**src/hw/rtl/cacbs_pkg.sv**
```systemverilog
// Types and constants of the changer bus slave: channel payloads, command
// codes, head-unit command patterns and response tables. Depends on nothing.
package cacbs_pkg;

    // One bus clock edge with the sampled data level
    typedef struct packed {
        logic edge_rising;
        logic data_bit;
    } t_edge;

    // One result per edge
    typedef struct packed {
        logic       drive_enable;
        logic       drive_level;
        logic       byte_valid;
        logic [7:0] byte_value;
        logic [2:0] event_code;
        logic [7:0] track_number;
        logic       stopped;
    } t_result;

    // Pending command codes
    localparam logic [3:0] CMD_NONE       = 4'd0;
    localparam logic [3:0] CMD_INIT       = 4'd1;
    localparam logic [3:0] CMD_CART_INFO  = 4'd2;
    localparam logic [3:0] CMD_PLAY       = 4'd3;
    localparam logic [3:0] CMD_POWER_UP   = 4'd4;
    localparam logic [3:0] CMD_POWER_DOWN = 4'd5;
    localparam logic [3:0] CMD_NEXT       = 4'd6;
    localparam logic [3:0] CMD_PREV       = 4'd7;
    localparam logic [3:0] CMD_FF         = 4'd8;
    localparam logic [3:0] CMD_FR         = 4'd9;
    localparam logic [3:0] CMD_SCAN       = 4'd10;
    localparam logic [3:0] CMD_RANDOM     = 4'd11;

    // Host event codes
    localparam logic [2:0] EVT_NONE     = 3'd0;
    localparam logic [2:0] EVT_NEXT     = 3'd1;
    localparam logic [2:0] EVT_PREV     = 3'd2;
    localparam logic [2:0] EVT_VOL_UP   = 3'd3;
    localparam logic [2:0] EVT_VOL_DOWN = 3'd4;
    localparam logic [2:0] EVT_SCAN     = 3'd5;
    localparam logic [2:0] EVT_PLAY     = 3'd6;

    // Reset values and fixed bytes
    localparam logic [7:0] DEVICE_ID_RESET = 8'hE8;
    localparam logic [7:0] IDLE_BYTE       = 8'hFF;
    localparam logic [7:0] TRACK_FIRST     = 8'h01;
    localparam logic [7:0] TRACK_LAST      = 8'h99;
    localparam logic [7:0] STATUS_PLAYING  = 8'h08;
    localparam logic [7:0] STATUS_STOPPED  = 8'h02;
    localparam logic [7:0] POWER_ACK       = 8'h00;

    // Response lengths
    localparam logic [3:0] CART_LEN = 4'd6;
    localparam logic [3:0] PLAY_LEN = 4'd9;
    localparam logic [3:0] PLAY_IDX_STATUS = 4'd1;
    localparam logic [3:0] PLAY_IDX_TRACK  = 4'd5;

    // Command patterns, oldest byte first, ending at the newest byte
    localparam logic [23:0] PAT_INIT       = 24'h071AEE;
    localparam logic [15:0] PAT_CART_INFO  = 16'h1EEF;
    localparam logic [31:0] PAT_PLAY       = 32'h1BE00108;
    localparam logic [15:0] PAT_POWER_UP   = 16'h192F;
    localparam logic [15:0] PAT_POWER_DOWN = 16'h1922;
    localparam logic [31:0] PAT_NEXT       = 32'h1B2D4001;
    localparam logic [31:0] PAT_PREV       = 32'h1B2D0001;
    localparam logic [15:0] PAT_FF         = 16'h1929;
    localparam logic [15:0] PAT_FR         = 16'h1926;
    localparam logic [15:0] PAT_SCAN       = 16'h192E;
    localparam logic [15:0] PAT_RANDOM     = 16'h1952;

    // Cart info bytes
    function automatic logic [7:0] cart_byte(input logic [3:0] idx);
        logic [7:0] b;
        unique case (idx)
            4'd1:    b = 8'h0F;
            4'd2:    b = 8'hFF;
            4'd3:    b = 8'h4A;
            4'd4:    b = 8'hFC;
            4'd5:    b = 8'hFF;
            default: b = 8'h00;
        endcase
        return b;
    endfunction

    // Play info bytes before status and track are patched in
    function automatic logic [7:0] play_base_byte(input logic [3:0] idx);
        logic [7:0] b;
        unique case (idx)
            4'd1:    b = 8'h02;
            4'd3:    b = 8'h01;
            4'd4:    b = 8'h80;
            4'd5:    b = 8'h01;
            4'd6:    b = 8'hFF;
            4'd7:    b = 8'h06;
            4'd8:    b = 8'h06;
            default: b = 8'h00;
        endcase
        return b;
    endfunction

endpackage

```
**src/hw/rtl/cacbs_chan_if.sv**
```systemverilog
// Valid/ready channel carrying one payload per transaction.
// Depends on nothing; the payload type is set per instance.
interface cacbs_chan_if #(
    parameter type t_payload = logic
) ();
    logic     valid;
    logic     ready;
    t_payload payload;

    modport source (output valid, output payload, input ready);
    modport sink   (input valid, input payload, output ready);
endinterface

```
**src/hw/rtl/car_audio_changer_bus_slave_unit.sv**
```systemverilog
// Top level of the changer bus slave: edge decoder, byte window, command
// matcher and responder. Depends on cacbs_pkg and cacbs_chan_if.

// Each input transaction is one bus clock edge with the sampled data level;
// it yields exactly one result transaction from a result register. An edge
// is taken every cycle as long as the result register is empty or its
// result is taken in the same cycle, so the block sustains one edge per clock;
// the only limit is the result register's handshake. The device id register
// may be written only while no edge is in flight.
module car_audio_changer_bus_slave_unit #(
    parameter int WINDOW_BYTES = 6
) (
    input  logic       i_clk,
    input  logic       i_rst_n,
    cacbs_chan_if.sink   i_edge,
    cacbs_chan_if.source o_result,
    input  logic       i_cfg_we,
    input  logic [7:0] i_cfg_wdata
);

    logic [7:0] r_device_id;
    logic [7:0] r_window [WINDOW_BYTES];
    logic [7:0] n_window [WINDOW_BYTES];
    logic [7:0] r_rx_shift, n_rx_shift;
    logic [2:0] r_rx_idx, n_rx_idx;
    logic [2:0] r_tx_idx, n_tx_idx;
    logic [7:0] r_tx_byte, n_tx_byte;
    logic       r_sending, n_sending;
    logic [3:0] r_pending, n_pending;
    logic [3:0] r_resp_idx, n_resp_idx;
    logic       r_stopped, n_stopped;
    logic [7:0] r_play_status, n_play_status;
    logic [7:0] r_track, n_track;
    logic [2:0] r_event, n_event;
    logic       r_drive_on, n_drive_on;
    logic       r_drive_lvl, n_drive_lvl;
    logic       r_out_valid;
    cacbs_pkg::t_result r_out, n_out;

    logic       w_accept;
    logic       w_push;
    logic [7:0] w_push_byte;
    logic [3:0] w_match;
    logic [3:0] w_code;
    logic [3:0] w_idx;
    logic [3:0] w_idx_next;
    logic [3:0] w_len;
    logic [7:0] w_resp_byte;
    logic [7:0] w_inc;
    logic [7:0] w_dec;
    logic [7:0] n_window_last;
    logic [15:0] w_tail2;
    logic [23:0] w_tail3;
    logic [31:0] w_tail4;

    // Take an edge when the result register is free or being emptied
    assign i_edge.ready = !r_out_valid || o_result.ready;
    assign w_accept     = i_edge.valid && i_edge.ready;

    assign o_result.valid   = r_out_valid;
    assign o_result.payload = r_out;

    // Shift in on rising edges, shift out on falling edges
    always_comb begin
        n_rx_shift  = r_rx_shift;
        n_rx_idx    = r_rx_idx;
        n_tx_idx    = r_tx_idx;
        n_drive_on  = r_drive_on;
        n_drive_lvl = r_drive_lvl;
        w_push      = 1'b0;
        w_push_byte = r_tx_byte;
        if (i_edge.payload.edge_rising) begin
            if (!r_sending) begin
                n_rx_shift[r_rx_idx] = i_edge.payload.data_bit;
                if (r_rx_idx == 3'd0) begin
                    n_rx_idx    = 3'd7;
                    w_push      = 1'b1;
                    w_push_byte = n_rx_shift;
                end else begin
                    n_rx_idx = r_rx_idx - 3'd1;
                end
            end
        end else begin
            if (r_sending) begin
                n_drive_on  = 1'b1;
                n_drive_lvl = r_tx_byte[r_tx_idx];
                if (r_tx_idx == 3'd0) begin
                    n_tx_idx = 3'd7;
                    w_push   = 1'b1;
                end else begin
                    n_tx_idx = r_tx_idx - 3'd1;
                end
            end else begin
                n_drive_on  = 1'b0;
                n_drive_lvl = 1'b0;
            end
        end
    end

    // Advance the byte window on a completed byte
    always_comb begin
        for (int k = 0; k < WINDOW_BYTES - 1; k++) begin
            n_window[k] = w_push ? r_window[k + 1] : r_window[k];
        end
        n_window[WINDOW_BYTES - 1] = w_push ? w_push_byte : r_window[WINDOW_BYTES - 1];
    end

    assign n_window_last = n_window[WINDOW_BYTES - 1];
    assign w_tail2 = {n_window[WINDOW_BYTES - 2], n_window[WINDOW_BYTES - 1]};
    assign w_tail3 = {n_window[WINDOW_BYTES - 3], w_tail2};
    assign w_tail4 = {n_window[WINDOW_BYTES - 4], w_tail3};

    // Match the window tail against the command patterns, first hit wins
    always_comb begin
        priority if (w_tail3 == cacbs_pkg::PAT_INIT)       w_match = cacbs_pkg::CMD_INIT;
        else if (w_tail2 == cacbs_pkg::PAT_CART_INFO)      w_match = cacbs_pkg::CMD_CART_INFO;
        else if (w_tail4 == cacbs_pkg::PAT_PLAY)           w_match = cacbs_pkg::CMD_PLAY;
        else if (w_tail2 == cacbs_pkg::PAT_POWER_UP)       w_match = cacbs_pkg::CMD_POWER_UP;
        else if (w_tail2 == cacbs_pkg::PAT_POWER_DOWN)     w_match = cacbs_pkg::CMD_POWER_DOWN;
        else if (w_tail4 == cacbs_pkg::PAT_NEXT)           w_match = cacbs_pkg::CMD_NEXT;
        else if (w_tail4 == cacbs_pkg::PAT_PREV)           w_match = cacbs_pkg::CMD_PREV;
        else if (w_tail2 == cacbs_pkg::PAT_FF)             w_match = cacbs_pkg::CMD_FF;
        else if (w_tail2 == cacbs_pkg::PAT_FR)             w_match = cacbs_pkg::CMD_FR;
        else if (w_tail2 == cacbs_pkg::PAT_SCAN)           w_match = cacbs_pkg::CMD_SCAN;
        else if (w_tail2 == cacbs_pkg::PAT_RANDOM)         w_match = cacbs_pkg::CMD_RANDOM;
        else                                               w_match = cacbs_pkg::CMD_NONE;
    end

    // Serve a pending command before looking for a new one
    assign w_code = (r_pending != cacbs_pkg::CMD_NONE) ? r_pending : w_match;

    // Pick the next cart or play info byte
    assign w_len      = (w_code == cacbs_pkg::CMD_CART_INFO) ?
                        cacbs_pkg::CART_LEN : cacbs_pkg::PLAY_LEN;
    assign w_idx      = (r_resp_idx >= w_len) ? 4'd0 : r_resp_idx;
    assign w_idx_next = w_idx + 4'd1;

    always_comb begin
        if (w_code == cacbs_pkg::CMD_CART_INFO) begin
            w_resp_byte = cacbs_pkg::cart_byte(w_idx);
        end else if (w_idx == cacbs_pkg::PLAY_IDX_STATUS) begin
            w_resp_byte = r_play_status;
        end else if (w_idx == cacbs_pkg::PLAY_IDX_TRACK) begin
            w_resp_byte = r_track;
        end else begin
            w_resp_byte = cacbs_pkg::play_base_byte(w_idx);
        end
    end

    // Step the BCD track number with wrap at both ends
    always_comb begin
        w_inc = r_track + 8'd1;
        if (w_inc > cacbs_pkg::TRACK_LAST) w_inc = cacbs_pkg::TRACK_FIRST;
        if (w_inc[3:0] > 4'd9) w_inc = w_inc + 8'd6;
        w_dec = r_track - 8'd1;
        if (w_dec < cacbs_pkg::TRACK_FIRST) w_dec = cacbs_pkg::TRACK_LAST;
        if (w_dec[3:0] == 4'hF) w_dec = w_dec - 8'd6;
    end

    // Answer the command when a byte completes
    always_comb begin
        n_sending     = r_sending;
        n_tx_byte     = r_tx_byte;
        n_pending     = r_pending;
        n_resp_idx    = r_resp_idx;
        n_stopped     = r_stopped;
        n_play_status = r_play_status;
        n_track       = r_track;
        n_event       = r_event;
        if (!i_edge.payload.edge_rising && r_sending && r_tx_idx == 3'd0) begin
            n_sending = 1'b0;
        end
        if (w_push) begin
            n_pending = cacbs_pkg::CMD_NONE;
            unique case (w_code)
                cacbs_pkg::CMD_NONE: begin
                end
                cacbs_pkg::CMD_INIT: begin
                    if (n_window_last == r_device_id) begin
                        n_sending = 1'b1;
                        n_tx_byte = r_device_id;
                    end else begin
                        n_pending = cacbs_pkg::CMD_INIT;
                    end
                end
                cacbs_pkg::CMD_CART_INFO, cacbs_pkg::CMD_PLAY: begin
                    n_sending = 1'b1;
                    n_tx_byte = w_resp_byte;
                    if (w_idx_next >= w_len) begin
                        n_resp_idx = 4'd0;
                    end else begin
                        n_pending  = w_code;
                        n_resp_idx = w_idx_next;
                    end
                end
                cacbs_pkg::CMD_POWER_UP: begin
                    n_sending = 1'b1;
                    n_tx_byte = cacbs_pkg::POWER_ACK;
                    if (r_stopped) begin
                        n_play_status = cacbs_pkg::STATUS_PLAYING;
                        n_stopped     = 1'b0;
                    end
                end
                cacbs_pkg::CMD_POWER_DOWN: begin
                    n_sending     = 1'b1;
                    n_tx_byte     = cacbs_pkg::POWER_ACK;
                    n_play_status = cacbs_pkg::STATUS_STOPPED;
                    n_stopped     = 1'b1;
                end
                cacbs_pkg::CMD_NEXT: begin
                    n_track = w_inc;
                    n_event = cacbs_pkg::EVT_NEXT;
                end
                cacbs_pkg::CMD_PREV: begin
                    n_track = w_dec;
                    n_event = cacbs_pkg::EVT_PREV;
                end
                cacbs_pkg::CMD_FF:     n_event = cacbs_pkg::EVT_VOL_UP;
                cacbs_pkg::CMD_FR:     n_event = cacbs_pkg::EVT_VOL_DOWN;
                cacbs_pkg::CMD_SCAN:   n_event = cacbs_pkg::EVT_SCAN;
                cacbs_pkg::CMD_RANDOM: n_event = cacbs_pkg::EVT_PLAY;
                default: begin
                end
            endcase
        end
    end

    // Assemble the result of this edge
    always_comb begin
        n_out.drive_enable = n_drive_on;
        n_out.drive_level  = n_drive_on & n_drive_lvl;
        n_out.byte_valid   = w_push;
        n_out.byte_value   = w_push ? w_push_byte : 8'h00;
        n_out.event_code   = n_event;
        n_out.track_number = n_track;
        n_out.stopped      = n_stopped;
    end

    // Hold the device id
    always_ff @(posedge i_clk) begin
        if (!i_rst_n) begin
            r_device_id <= cacbs_pkg::DEVICE_ID_RESET;
        end else if (i_cfg_we) begin
            r_device_id <= i_cfg_wdata;
        end
    end

    // Update the bus state on each accepted transaction
    always_ff @(posedge i_clk) begin
        if (!i_rst_n) begin
            for (int k = 0; k < WINDOW_BYTES; k++) begin
                r_window[k] <= cacbs_pkg::IDLE_BYTE;
            end
            r_rx_shift    <= 8'h00;
            r_rx_idx      <= 3'd7;
            r_tx_idx      <= 3'd7;
            r_tx_byte     <= 8'h00;
            r_sending     <= 1'b0;
            r_pending     <= cacbs_pkg::CMD_NONE;
            r_resp_idx    <= 4'd0;
            r_stopped     <= 1'b0;
            r_play_status <= cacbs_pkg::STATUS_STOPPED;
            r_track       <= cacbs_pkg::TRACK_FIRST;
            r_event       <= cacbs_pkg::EVT_NONE;
            r_drive_on    <= 1'b0;
            r_drive_lvl   <= 1'b0;
        end else if (w_accept) begin
            r_window      <= n_window;
            r_rx_shift    <= n_rx_shift;
            r_rx_idx      <= n_rx_idx;
            r_tx_idx      <= n_tx_idx;
            r_tx_byte     <= n_tx_byte;
            r_sending     <= n_sending;
            r_pending     <= n_pending;
            r_resp_idx    <= n_resp_idx;
            r_stopped     <= n_stopped;
            r_play_status <= n_play_status;
            r_track       <= n_track;
            r_event       <= n_event;
            r_drive_on    <= n_drive_on;
            r_drive_lvl   <= n_drive_lvl;
        end
    end

    // Load the result register, drop it once taken
    always_ff @(posedge i_clk) begin
        if (!i_rst_n) begin
            r_out_valid <= 1'b0;
        end else if (w_accept) begin
            r_out_valid <= 1'b1;
        end else if (o_result.ready) begin
            r_out_valid <= 1'b0;
        end
    end

    always_ff @(posedge i_clk) begin
        if (w_accept) begin
            r_out <= n_out;
        end
    end

endmodule

```
**src/flat_wrapper.sv**
```systemverilog
// flat-port wrapper written by rule: the top's interface ports become plain ports
module car_audio_changer_bus_slave_unit_flat 
#(
    parameter int WINDOW_BYTES = 6
)
  (i_clk, i_rst_n, i_cfg_we, i_cfg_wdata, i_edge_valid, i_edge_payload, i_edge_ready, o_result_valid, o_result_payload, o_result_ready);
  cacbs_chan_if #(.t_payload(cacbs_pkg::t_edge)) i_edge_i ();
  cacbs_chan_if #(.t_payload(cacbs_pkg::t_result)) o_result_i ();
  input  logic i_clk;
  input  logic i_rst_n;
  input  logic i_cfg_we;
  input  logic [7:0] i_cfg_wdata;
  input wire logic [$bits(i_edge_i.valid)-1:0] i_edge_valid;
  input wire logic [$bits(i_edge_i.payload)-1:0] i_edge_payload;
  output wire logic [$bits(i_edge_i.ready)-1:0] i_edge_ready;
  output wire logic [$bits(o_result_i.valid)-1:0] o_result_valid;
  output wire logic [$bits(o_result_i.payload)-1:0] o_result_payload;
  input wire logic [$bits(o_result_i.ready)-1:0] o_result_ready;
  assign i_edge_i.valid = i_edge_valid;
  assign i_edge_i.payload = i_edge_payload;
  assign i_edge_ready = i_edge_i.ready;
  assign o_result_valid = o_result_i.valid;
  assign o_result_payload = o_result_i.payload;
  assign o_result_i.ready = o_result_ready;
  car_audio_changer_bus_slave_unit #(.WINDOW_BYTES(WINDOW_BYTES)) u_core (.i_clk(i_clk), .i_rst_n(i_rst_n), .i_edge(i_edge_i), .o_result(o_result_i), .i_cfg_we(i_cfg_we), .i_cfg_wdata(i_cfg_wdata));
endmodule
```
**config.mk**
```make
export PLATFORM = sky130hd
export DESIGN_NAME = car_audio_changer_bus_slave_unit_flat
export DESIGN_NICKNAME = d
export VERILOG_FILES = /design/src/hw/rtl/cacbs_pkg.sv /design/src/hw/rtl/cacbs_chan_if.sv /design/src/hw/rtl/car_audio_changer_bus_slave_unit.sv /design/src/flat_wrapper.sv
export SDC_FILE = /design/constraint.sdc
export NUM_CORES = 1
export LEC_CHECK = 0
export BUFFER_PORTS_ARGS = -buffer_cell sky130_fd_sc_hd__buf_2
export CAP_MARGIN = 20
export CORE_MARGIN = 2
export CORE_UTILIZATION = 35
export DETAILED_ROUTE_END_ITERATION = 12
export PLACE_DENSITY = 0.6
export SLEW_MARGIN = 20
export SYNTH_ARGS = -nofsm -noshare
export SYNTH_HDL_FRONTEND = slang
export SYNTH_SLANG_ARGS = --single-unit
```
**constraint.sdc**
```tcl
create_clock -name i_clk -period 7 [get_ports i_clk]
set_input_delay 0.35 -clock i_clk [delete_from_list [all_inputs] [get_ports i_clk]]
set_output_delay 0.35 -clock i_clk [all_outputs]
set_load 0.02 [all_outputs]
```
==> results.toml, run 1 <==
[detailed_routing]
avgRoutedWirePerCell_microns = 16.2
drtIter0Drc = 395
firstDrtPassIters = 4
vias_per_cell = 5.40
vias = 5884
drc_errors = 0
totalWireLength_microns = 17700
antenna_left = 0

[yosys]
ys_ff_latch = 111
syn-num-nets = 848
synth.avg_cell_area_sq_um = 8.59
synthArstFlopShare = 0
syn-cell-area_sq_mm = 0.00697
yosys_warnings = 0
yosysSeqAreaShare = 0.352
ys_types = 93
synth-edff-count = 23
synth_cells = 812
synth-main-ff-cell = "dfxtp_1"

[place]
place_area_sq_mm = 0.00733
gp_congestion = 0.866
place_hpwl_microns = 12500
io_buffer_count = 39

[timing]
hold_viol = 0
slew_headroom = 0.454
finalSetupViolCount = 0
timing.setup.tns_ns = 0
report.final.slew_viol_count = 0
period_needed_ns = 6.49
worst_pin_slew_ns = 0.818
fin_crit_sh = 0.928
rsz0062_at_grt = "no"
fmax_mhz = 154
clock_skew_ns = 0.0142

[die]
dieArea_sq_mm = 0.0211
rows = 51
die_h_microns = 145
core_area_sq_mm = 0.0195
start_util = 0.357
io_pins = 40
die_w_microns = 145

[worst_setup_path]
start_kind = "flop"
reg2reg_depth = 25
end_kind = "flop"
critical_path_class = "flop to flop"
cp.required_ns = 7.23
arrival_ns = 6.72
cp_max_fo = 12

[clock_network]
cts_tree = "done"
ctsLongestPathBuffers = 2
cts_root_buf = "clkbuf_16"
cts.sinks = 111
h-tree-depth = 3
cts_hold_buf = 0
cts_buffers = 9
cts.clk_slew.worst_paths_ns = 0.08
cts_resized = 0
cts_setup_buffers = 0
clkLatencyLatePin_ns = 0.36

[cells_and_area]
area_growth_pct = 9.71
multi_input_comb_area_sq_mm = 0.00417
drive_above_1_share = 0.146
most-common-layout-cells = "118 x nand2_1, 86 x dfxtp_1, 58 x nor2_1, 44 x nand3_1, 39 x buf_2"
n_fill_cell = 2039
nets = 855
diodes = 0
layout_commonest_cell = "nand2_1"
stdcell_area_sq_mm = 0.00765
regArea_sq_mm = 0.00245

[power_and_ir_drop]
vdd_drop_max_mv = 0.110
leakagePower_nw = 3.14
power_density_mw_per_mm2 = 165

[hold_path]
min_path_cells = 3
min_path_type = "primary input to flop"

[grt]
use_met2 = 0.257
globalRouteMet3Util = 0.0170
grt_overflow = 0
grt_pass1_wl_microns = 29400
globalRouteTotalUtil = 0.170
grt_pass1_vias = 5523
antenna_found_initial = 0
busiest_layer = "met2"
grt_max_degree = 54
grtUsageMet1 = 0.254

[run]
maxCapViolCount = 0

[outcome]
status = "finished clean"
## kinds of logic (layout without fill, tap and decap cells)
family / count (synthesis) / count (layout) / share of synthesized area
XOR/XNOR: 26 / 26 / 0.0327
flip-flops: 111 / 111 / 0.352
adder cells (fa/ha/maj): 21 / 21 / 0.0377
multiplexers: 58 / 58 / 0.0945
AO/OA/AOI/OAI: 168 / 168 / 0.174
AND/OR/NAND/NOR: 344 / 344 / 0.256
buffers and inverters: 84 / 96 / 0.0529
## cell type report
class / count / area share
Sequential cell: 111 / 0.321
Inverter: 30 / 0.0147
Clock inverter: 6 / 0.00670
Tap cell: 265 / 0.0433
Multi-Input combinational cell: 617 / 0.545
Clock buffer: 10 / 0.0327
Timing Repair Buffer: 50 / 0.0368
## metal layers
metal | vias to the layer above | wire length (microns)
li1 | 2965 | -
met1 | 2803 | 9060
met2 | 100 | 7710
met3 | 16 | 611
met4 | 0 | 276
met5 | - | 0
## final timing paths
| kind | startpoint | end | slack [ns] |
|---|---|---|---|
| worst min-delay path | i_cfg_wdata[7] | u_core.r_device_id[7]$_SDFFE_PN1P_ | 0.21 |
| worst max register to register | u_core.r_rx_idx[1]$_SDFFE_PN1P_ | u_core.r_tx_byte[3]$_SDFFE_PN0P_ | 0.51 |
| worst min register to register | u_core.r_event[1]$_SDFFE_PN0P_ | u_core.r_event[1]$_SDFFE_PN0P_ | 0.46 |
| worst max-delay path | u_core.r_rx_idx[1]$_SDFFE_PN1P_ | u_core.r_tx_byte[3]$_SDFFE_PN0P_ | 0.51 |
## critical path, cell delays in order, from the launching register on
cell	delay, ns
dfxtp_2	0.45
inv_1	0.12
ha_1	0.26
and4bb_2	0.34
nor2_4	0.26
inv_2	0.14
nor4_1	0.38
o2111ai_1	0.20
o21ai_1	0.26
a211oi_1	0.14
a211o_1	0.38
or3_4	0.41
ha_1	0.28
nand2b_1	0.14
a21o_1	0.17
a21o_1	0.18
a21oi_2	0.20
and2_1	0.21
inv_1	0.07
ha_1	0.31
or2_2	0.32
a31oi_1	0.16
o22ai_1	0.14
or4_1	0.53
a32oi_1	0.20
o22ai_1	0.09
## flip-flops by register name, summed over array words and instances (netlist names), 2 cells and up
register                 cells
u_core.r_window             32
u_core.r_track               8
u_core.r_rx_shift            8
u_core.r_device_id           8
u_core.r_rx_idx              3
u_core.r_tx_byte             8
u_core.o_result.payload     23
u_core.r_pending             4
u_core.r_play_status         2
u_core.r_resp_idx            4
u_core.r_event               3
u_core.r_tx_idx              3
## cells in the mapped netlist (5+ instances only)
cell      instances  share of area
or2_2             6         0.0054
nor3b_1           7         0.0075
and2_1            8         0.0072
dfxtp_1          88           0.25
nor3_1           14          0.010
nand3_1          44          0.032
xor2_1           13          0.016
a22oi_1           9         0.0097
nor4_1            8         0.0072
mux2_2           12          0.019
buf_2            10         0.0072
nand3b_1         10          0.011
nand2_1         118          0.064
nand2b_1          8         0.0072
a21oi_1          26          0.019
and3_1            7         0.0063
xnor2_1          13          0.016
mux2i_1          38          0.055
nand4_1           7         0.0063
a211oi_1          8         0.0086
o211ai_1          7         0.0075
inv_1            29          0.016
edfxtp_1         23          0.099
a21o_1            6         0.0065
o21ai_0          33          0.024
ha_1             21          0.038
clkbuf_1         35          0.019
a31oi_1           9         0.0081
nor2_1           59          0.032
nor2b_1           9         0.0081
o22ai_1          12          0.011
or3_1             5         0.0045
o21a_1            6         0.0065
a221o_1           9          0.013
## power breakdown
group | switching, mW | internal [mW]
clock | 0.256 | 0.268
sequential | 0.00878 | 0.663
combinational | 0.0431 | 0.0212
## metrics by stage
stage	power [mW]	hold WS [ns]	util	setup WS, ns	std cells
floorplan	0.729	0.432	-	0.578	812
global placement	0.752	0.443	0.376	0.377	1073
detailed placement	0.752	0.451	0.376	0.210	1073
CTS	1.27	0.200	0.391	0.178	1089
global route	1.31	0.224	0.392	0.0964	1089
finish	1.26	0.208	0.392	0.507	1089
Note: power is estimated with default switching activity, not from simulation.
==> run 2, diff against run 1 <==
- ABC_AREA: unset -> 1
==> results.toml, run 2 <==
[outcome]
status = "finished clean"

[place]
io_buffer_count = 39
place_hpwl_microns = 14700
gp_congestion = 0.911
place_area_sq_mm = 0.00788

[power_and_ir_drop]
power_density_mw_per_mm2 = 175
p_int_mw = 1.02
leakagePower_nw = 3.96
vdd_drop_max_mv = 0.112
sequentialPowerShare = 0.492
clock_power_share = 0.380
p_switching_mw = 0.418
sw_frac_of_total = 0.291
p_comb_frac = 0.128

[timing]
clock_skew_ns = 0.0149
worst_pin_slew_ns = 1.02
hold_viol = 0
period_needed_ns = 6.23
finalSetupViolCount = 0
report.final.slew_viol_count = 0
fin_crit_sh = 0.890
timing.setup.tns_ns = 0
fmax_mhz = 161
slew_headroom = 0.317
rsz0062_at_grt = "no"

[yosys]
yosysSeqAreaShare = 0.327
synth-xor-area-share = 0.0233
synthSimpleGateAreaFrac = 0.387
synthTopCellsByArea = "dfxtp_1 23%, nand2_1 15%, nand3_1 9.5%, edfxtp_1 9.2%, nor2_1 6.6%"
synth_cells = 1152
synthArstFlopShare = 0
synth_compound_area_frac = 0.126
synth.area.mux_share = 0
syn-num-nets = 1188
synth_most_common_cell = "nand2_1"
synth_top_family_by_area = "simple AND/OR/NAND/NOR gates"
synth_commonest_cells = "305 x nand2_1, 143 x nand3_1, 133 x nor2_1"
syn-cell-area_sq_mm = 0.00751
synth_top_cell_by_area = "dfxtp_1"
synth.avg_cell_area_sq_um = 6.52
synth-edff-count = 23
yosys_warnings = 0
ys_ff_latch = 111
yosys.area_share.adder = 0.0350
synth-main-ff-cell = "dfxtp_1"
ys_types = 45
synth_top_cell_area_share = 0.235

[clock_network]
h-tree-depth = 3
cts_setup_buffers = 0
cts_tree = "done"
cts.clk_slew.worst_paths_ns = 0.08
cts.sinks = 111
cts_hold_buf = 0
ctsLongestPathBuffers = 2
clkLatencyLatePin_ns = 0.37
cts_root_buf = "clkbuf_16"
cts_buffers = 9
cts_resized = 0

[grt]
grtUsageMet1 = 0.267
grt_max_degree = 63
globalRouteTotalUtil = 0.187
grt_pass1_wl_microns = 34100
antenna_found_initial = 0
busiest_layer = "met2"
grt_pass1_vias = 6804
grt_overflow = 0
globalRouteMet3Util = 0.0303
use_met2 = 0.287

[worst_setup_path]
end_kind = "flop"
cp_slowest_cell = "dfxtp_1"
cp_max_fo = 47
cp.required_ns = 7.31
path_common_cell = "inv_1"
cpPeakStageDelay_ns = 0.48
start_kind = "flop"
reg2reg_from = "u_core.r_rx_idx[0]$_SDFFE_PN1P_"
arrival_ns = 6.53
r2r-end = "u_core.r_resp_idx[1]$_SDFFE_PN0P_"
reg2reg_depth = 35
rrSetupSlack_ns = 0.77
critical_path_class = "flop to flop"

[cells_and_area]
area_growth_pct = 9.00
diodes = 0
drive_above_1_share = 0.0939
n_fill_cell = 2244
regMostFlops = "u_core.r_window"
most-common-layout-cells = "305 x nand2_1, 143 x nand3_1, 133 x nor2_1, 128 x inv_1, 88 x dfxtp_1"
nets = 1202
layout_commonest_cell = "nand2_1"
largest_reg_flops = 32
final_util = 0.389
stdcell_area_sq_mm = 0.00819

[die]
io_pins = 40
start_util = 0.357
die_w_microns = 150
die_h_microns = 150
dieArea_sq_mm = 0.0226
rows = 53
core_area_sq_mm = 0.0210

[detailed_routing]
vias_per_cell = 5.03
antenna_left = 0
vias = 7274
avgRoutedWirePerCell_microns = 14.0
drtIter0Drc = 452
drc_errors = 0
totalWireLength_microns = 20300
firstDrtPassIters = 4

[hold_path]
min_to = "u_core.r_device_id[7]$_SDFFE_PN1P_"
min_path_cells = 3
min_path_type = "primary input to flop"
hold_start = "i_cfg_wdata[7]"

[run]
maxCapViolCount = 0
==> run 2: changes by cell type after synthesis, moves of 13 or more <==
cell      change
nand3_1      +99
a21oi_1      +21
clkbuf_1     -13
inv_1        +99
mux2i_1      -38
nand2_1     +187
nor2_1       +74
o21ai_0      +15
nand2_2      +13
o211ai_1     +21
nand4_1      +17
==> run 2: per-stage QoR <==
stage                     hold slack, ns  total power, mW  instances  setup WS, ns
after floorplan                    0.437            0.853       1152          1.84
after global placement             0.451            0.902       1430         0.861
after detailed placement           0.460            0.904       1430         0.690
after CTS                          0.182             1.45       1446         0.654
after global routing               0.202             1.50       1446         0.148
final                              0.191             1.44       1446         0.773
==> run 2: power by group through the flow <==
stage                     combinational (mW)  clock (mW)  sequential [mW]
final                                  0.184       0.546            0.706
after global routing                   0.211       0.582            0.710
after CTS                              0.185       0.558            0.706
after detailed placement               0.184           0            0.720
after global placement                 0.182           0            0.720
after floorplan                        0.131           0            0.722
==> run 2: how the worst max path moves through the flow <==
stage / from / to / slack (ns) / cells after the start
2_1_floorplan: u_core.r_rx_idx[0]$_SDFFE_PN1P_ / u_core.r_resp_idx[1]$_SDFFE_PN0P_ / 1.84 / 40
5_1_grt: u_core.r_rx_idx[0]$_SDFFE_PN1P_ / u_core.r_resp_idx[1]$_SDFFE_PN0P_ / 0.15 / 35
3_3_place_gp: u_core.r_rx_idx[0]$_SDFFE_PN1P_ / u_core.r_pending[0]$_SDFFE_PN0P_ / 0.86 / 35
6_report: u_core.r_rx_idx[0]$_SDFFE_PN1P_ / u_core.r_resp_idx[1]$_SDFFE_PN0P_ / 0.77 / 35
3_5_place_dp: u_core.r_rx_idx[0]$_SDFFE_PN1P_ / u_core.r_resp_idx[1]$_SDFFE_PN0P_ / 0.69 / 35
4_1_cts: u_core.r_rx_idx[0]$_SDFFE_PN1P_ / u_core.r_resp_idx[1]$_SDFFE_PN0P_ / 0.65 / 35
==> run 2: final cells by class <==
| cell class | count | area [sq um] | share of cell area |
|---|---|---|---|
| Multi-Input combinational cell | 856 | 4290 | 0.525 |
| Inverter | 141 | 531 | 0.0648 |
| Timing Repair Buffer | 47 | 259 | 0.0316 |
| Clock buffer | 11 | 254 | 0.0310 |
| Clock inverter | 5 | 51.3 | 0.00627 |
| Sequential cell | 111 | 2450 | 0.300 |
| Tap cell | 275 | 344 | 0.0420 |
==> run 2: kinds of logic (layout without fill, tap and decap cells) <==
| kind of cell | count (synthesis) | count (layout) |
|---|---|---|
| adders and majority gates | 21 | 21 |
| and+or+nand+nor | 655 | 655 |
| AOI/OAI and AO/OA | 160 | 160 |
| buffers and inverters | 185 | 204 |
| DFF | 111 | 111 |
| xor gates and xnor gates | 20 | 20 |
==> run 2: critical path: cells and delay by family, from the launching register on <==
family                     cells  cell delay, ns
AOI/OAI and AO/OA              7            1.28
buffers and inverters          7            1.05
DFF                            1            0.48
adders and majority gates      4            1.14
and+or+nand+nor               17            2.19
==> run 2: metal layers <==
| metal | share of wire | wire (microns) |
|---|---|---|
| met5 | 0 | 0 |
| met1 | 0.50 | 10200 |
| met4 | 0.019 | 381 |
| met3 | 0.043 | 883 |
| met2 | 0.44 | 8890 |
==> run 3, diff against run 2 <==
- RECOVER_POWER: unset -> 25
==> results.toml, run 3 (synthesized netlist as in run 2, its figures left out) <==
[timing]
hold_ws_ns = 0.193
timing.setup.tns_ns = 0
period_needed_ns = 6.28
clock_skew_ns = 0.0137
slew_headroom = -0.787
rsz0062_at_grt = "no"
fin_ws_ns = 0.725
report.final.slew_viol_count = 122
fin_crit_sh = 0.896
fmax_mhz = 159
worst_pin_slew_ns = 2.68
finalSetupViolCount = 0
hold_viol = 0

[clock_network]
cts.clk_slew.worst_paths_ns = 0.08
cts_hold_buf = 0
cts_root_buf = "clkbuf_16"
cts.sinks = 111
h-tree-depth = 3
cts_buffers = 9
ctsLongestPathBuffers = 2
clkLatencyLatePin_ns = 0.36
cts_setup_buffers = 0
cts_resized = 0
cts_tree = "done"

[power_and_ir_drop]
sequentialPowerShare = 0.493
leakagePower_nw = 3.88
vdd_drop_max_mv = 0.112
p_switching_mw = 0.416
p_int_mw = 1.02
sw_frac_of_total = 0.291
power_density_mw_per_mm2 = 176
total_power_mw = 1.43
clock_power_share = 0.380
p_comb_frac = 0.126

[worst_setup_path]
cp_max_fo = 47
rrSetupSlack_ns = 0.72
arrival_ns = 6.58
reg2reg_from = "u_core.r_rx_idx[0]$_SDFFE_PN1P_"
r2r-end = "u_core.r_pending[0]$_SDFFE_PN0P_"
start_kind = "flop"
crit_buf_inv = 8
path_common_cell = "inv_1"
end_kind = "flop"
crit_family = "simple AND/OR/NAND/NOR gates"
crit_path_start = "u_core.r_rx_idx[0]$_SDFFE_PN1P_"
cpPeakStageDelay_ns = 0.48
cp_slowest_cell = "dfxtp_1"
reg2reg_depth = 35
critical_path_class = "flop to flop"
cp.required_ns = 7.31

[cells_and_area]
nets = 1202
most-common-layout-cells = "305 x nand2_1, 143 x nand3_1, 134 x nor2_1, 129 x inv_1, 88 x dfxtp_1"
n_fill_cell = 2258
layout_commonest_cell = "nand2_1"
final_util = 0.387
diodes = 0
multi_input_comb_area_sq_mm = 0.00429
drive_above_1_share = 0.0683
regArea_sq_mm = 0.00245
area_growth_pct = 8.33
regMostFlops = "u_core.r_window"
largest_reg_flops = 32

[detailed_routing]
totalWireLength_microns = 20200
drtIter0Drc = 501
wl_met2_microns = 8940
drc_errors = 0
antenna_left = 0
vias = 7264
wl_met3_microns = 860
top_layer = "met4"
wl_met1_microns = 10000
vias_per_cell = 5.02
avgRoutedWirePerCell_microns = 14.0
firstDrtPassIters = 5

[grt]
globalRouteTotalUtil = 0.187
grt_overflow = 0
grt_pass1_wl_microns = 34100
antenna_found_initial = 0
grt_max_degree = 63
grt_pass1_vias = 6804

[outcome]
status = "finished with violations"
violations = "max-capacitance violations, max-slew violations"

[place]
gp_congestion = 0.911
place_hpwl_microns = 14700
io_buffer_count = 39
dp_slack_ns = 0.690

[die]
rows = 53
die_w_microns = 150
die_h_microns = 150
core_area_sq_mm = 0.0210
dieArea_sq_mm = 0.0226
start_util = 0.357
io_pins = 40

[hold_path]
min_path_type = "primary input to flop"
hold_start = "i_cfg_wdata[7]"
min_path_cells = 3
min_to = "u_core.r_device_id[7]$_SDFFE_PN1P_"

[run]
maxCapViolCount = 3
-- run 3: cell count changes in the layout (fill, tap and decap cells not counted) --
cell      delta
nor2_1       +1
nor2_4       -1
inv_1        +1
clkbuf_1    +28
inv_2        -1
buf_2       -25
buf_4        -3
-- run 3: routing by layer --
layer,GRT usage,up-vias
met2,0.287,142
li1,-,3803
met1,0.267,3290
met3,0.0303,29
met5,0,-
met4,0.0613,0
-- run 3: how the worst max path moves through the flow --
stage	endpoint	slack, ns	cells past startpoint
6_report	u_core.r_pending[0]$_SDFFE_PN0P_	0.72	35
3_5_place_dp	u_core.r_resp_idx[1]$_SDFFE_PN0P_	0.69	35
5_1_grt	u_core.r_pending[0]$_SDFFE_PN0P_	0.1	35
4_1_cts	u_core.r_resp_idx[1]$_SDFFE_PN0P_	0.65	35
2_1_floorplan	u_core.r_resp_idx[1]$_SDFFE_PN0P_	1.84	40
3_3_place_gp	u_core.r_pending[0]$_SDFFE_PN0P_	0.86	35
-- run 3: through the flow --
stage               instance area [sq um]  instances
finish                               8140       1446
CTS                                  8180       1446
floorplan                            7510       1152
detailed placement                   7880       1430
global route                         8140       1446
global placement                     7880       1430
-- run 3: cell type report --
type | count | area share
multi-input combinational | 856 | 0.527
sequential | 111 | 0.301
inverter | 141 | 0.0652
tap | 275 | 0.0423
clock buffer | 11 | 0.0312
timing repair buffer | 47 | 0.0266
clock inverter | 5 | 0.00631
-- run 3: power groups by stage --
stage          logic (mW)  registers (mW)  clock network, mW
2_1_floorplan       0.131           0.722                  0
3_3_place_gp        0.182           0.720                  0
3_5_place_dp        0.184           0.720                  0
4_1_cts             0.185           0.706              0.558
5_1_grt             0.209           0.711              0.582
6_report            0.181           0.706              0.544
-- run 3: worst reg2reg max path: cells and delay by family (launching register included) --
kind                       cells  cell delay (ns)
AOI/OAI and AO/OA              7             1.36
adders and majority gates      4             1.14
buffers and inverters          8             1.18
DFF                            1             0.48
and+or+nand+nor               16             2.08
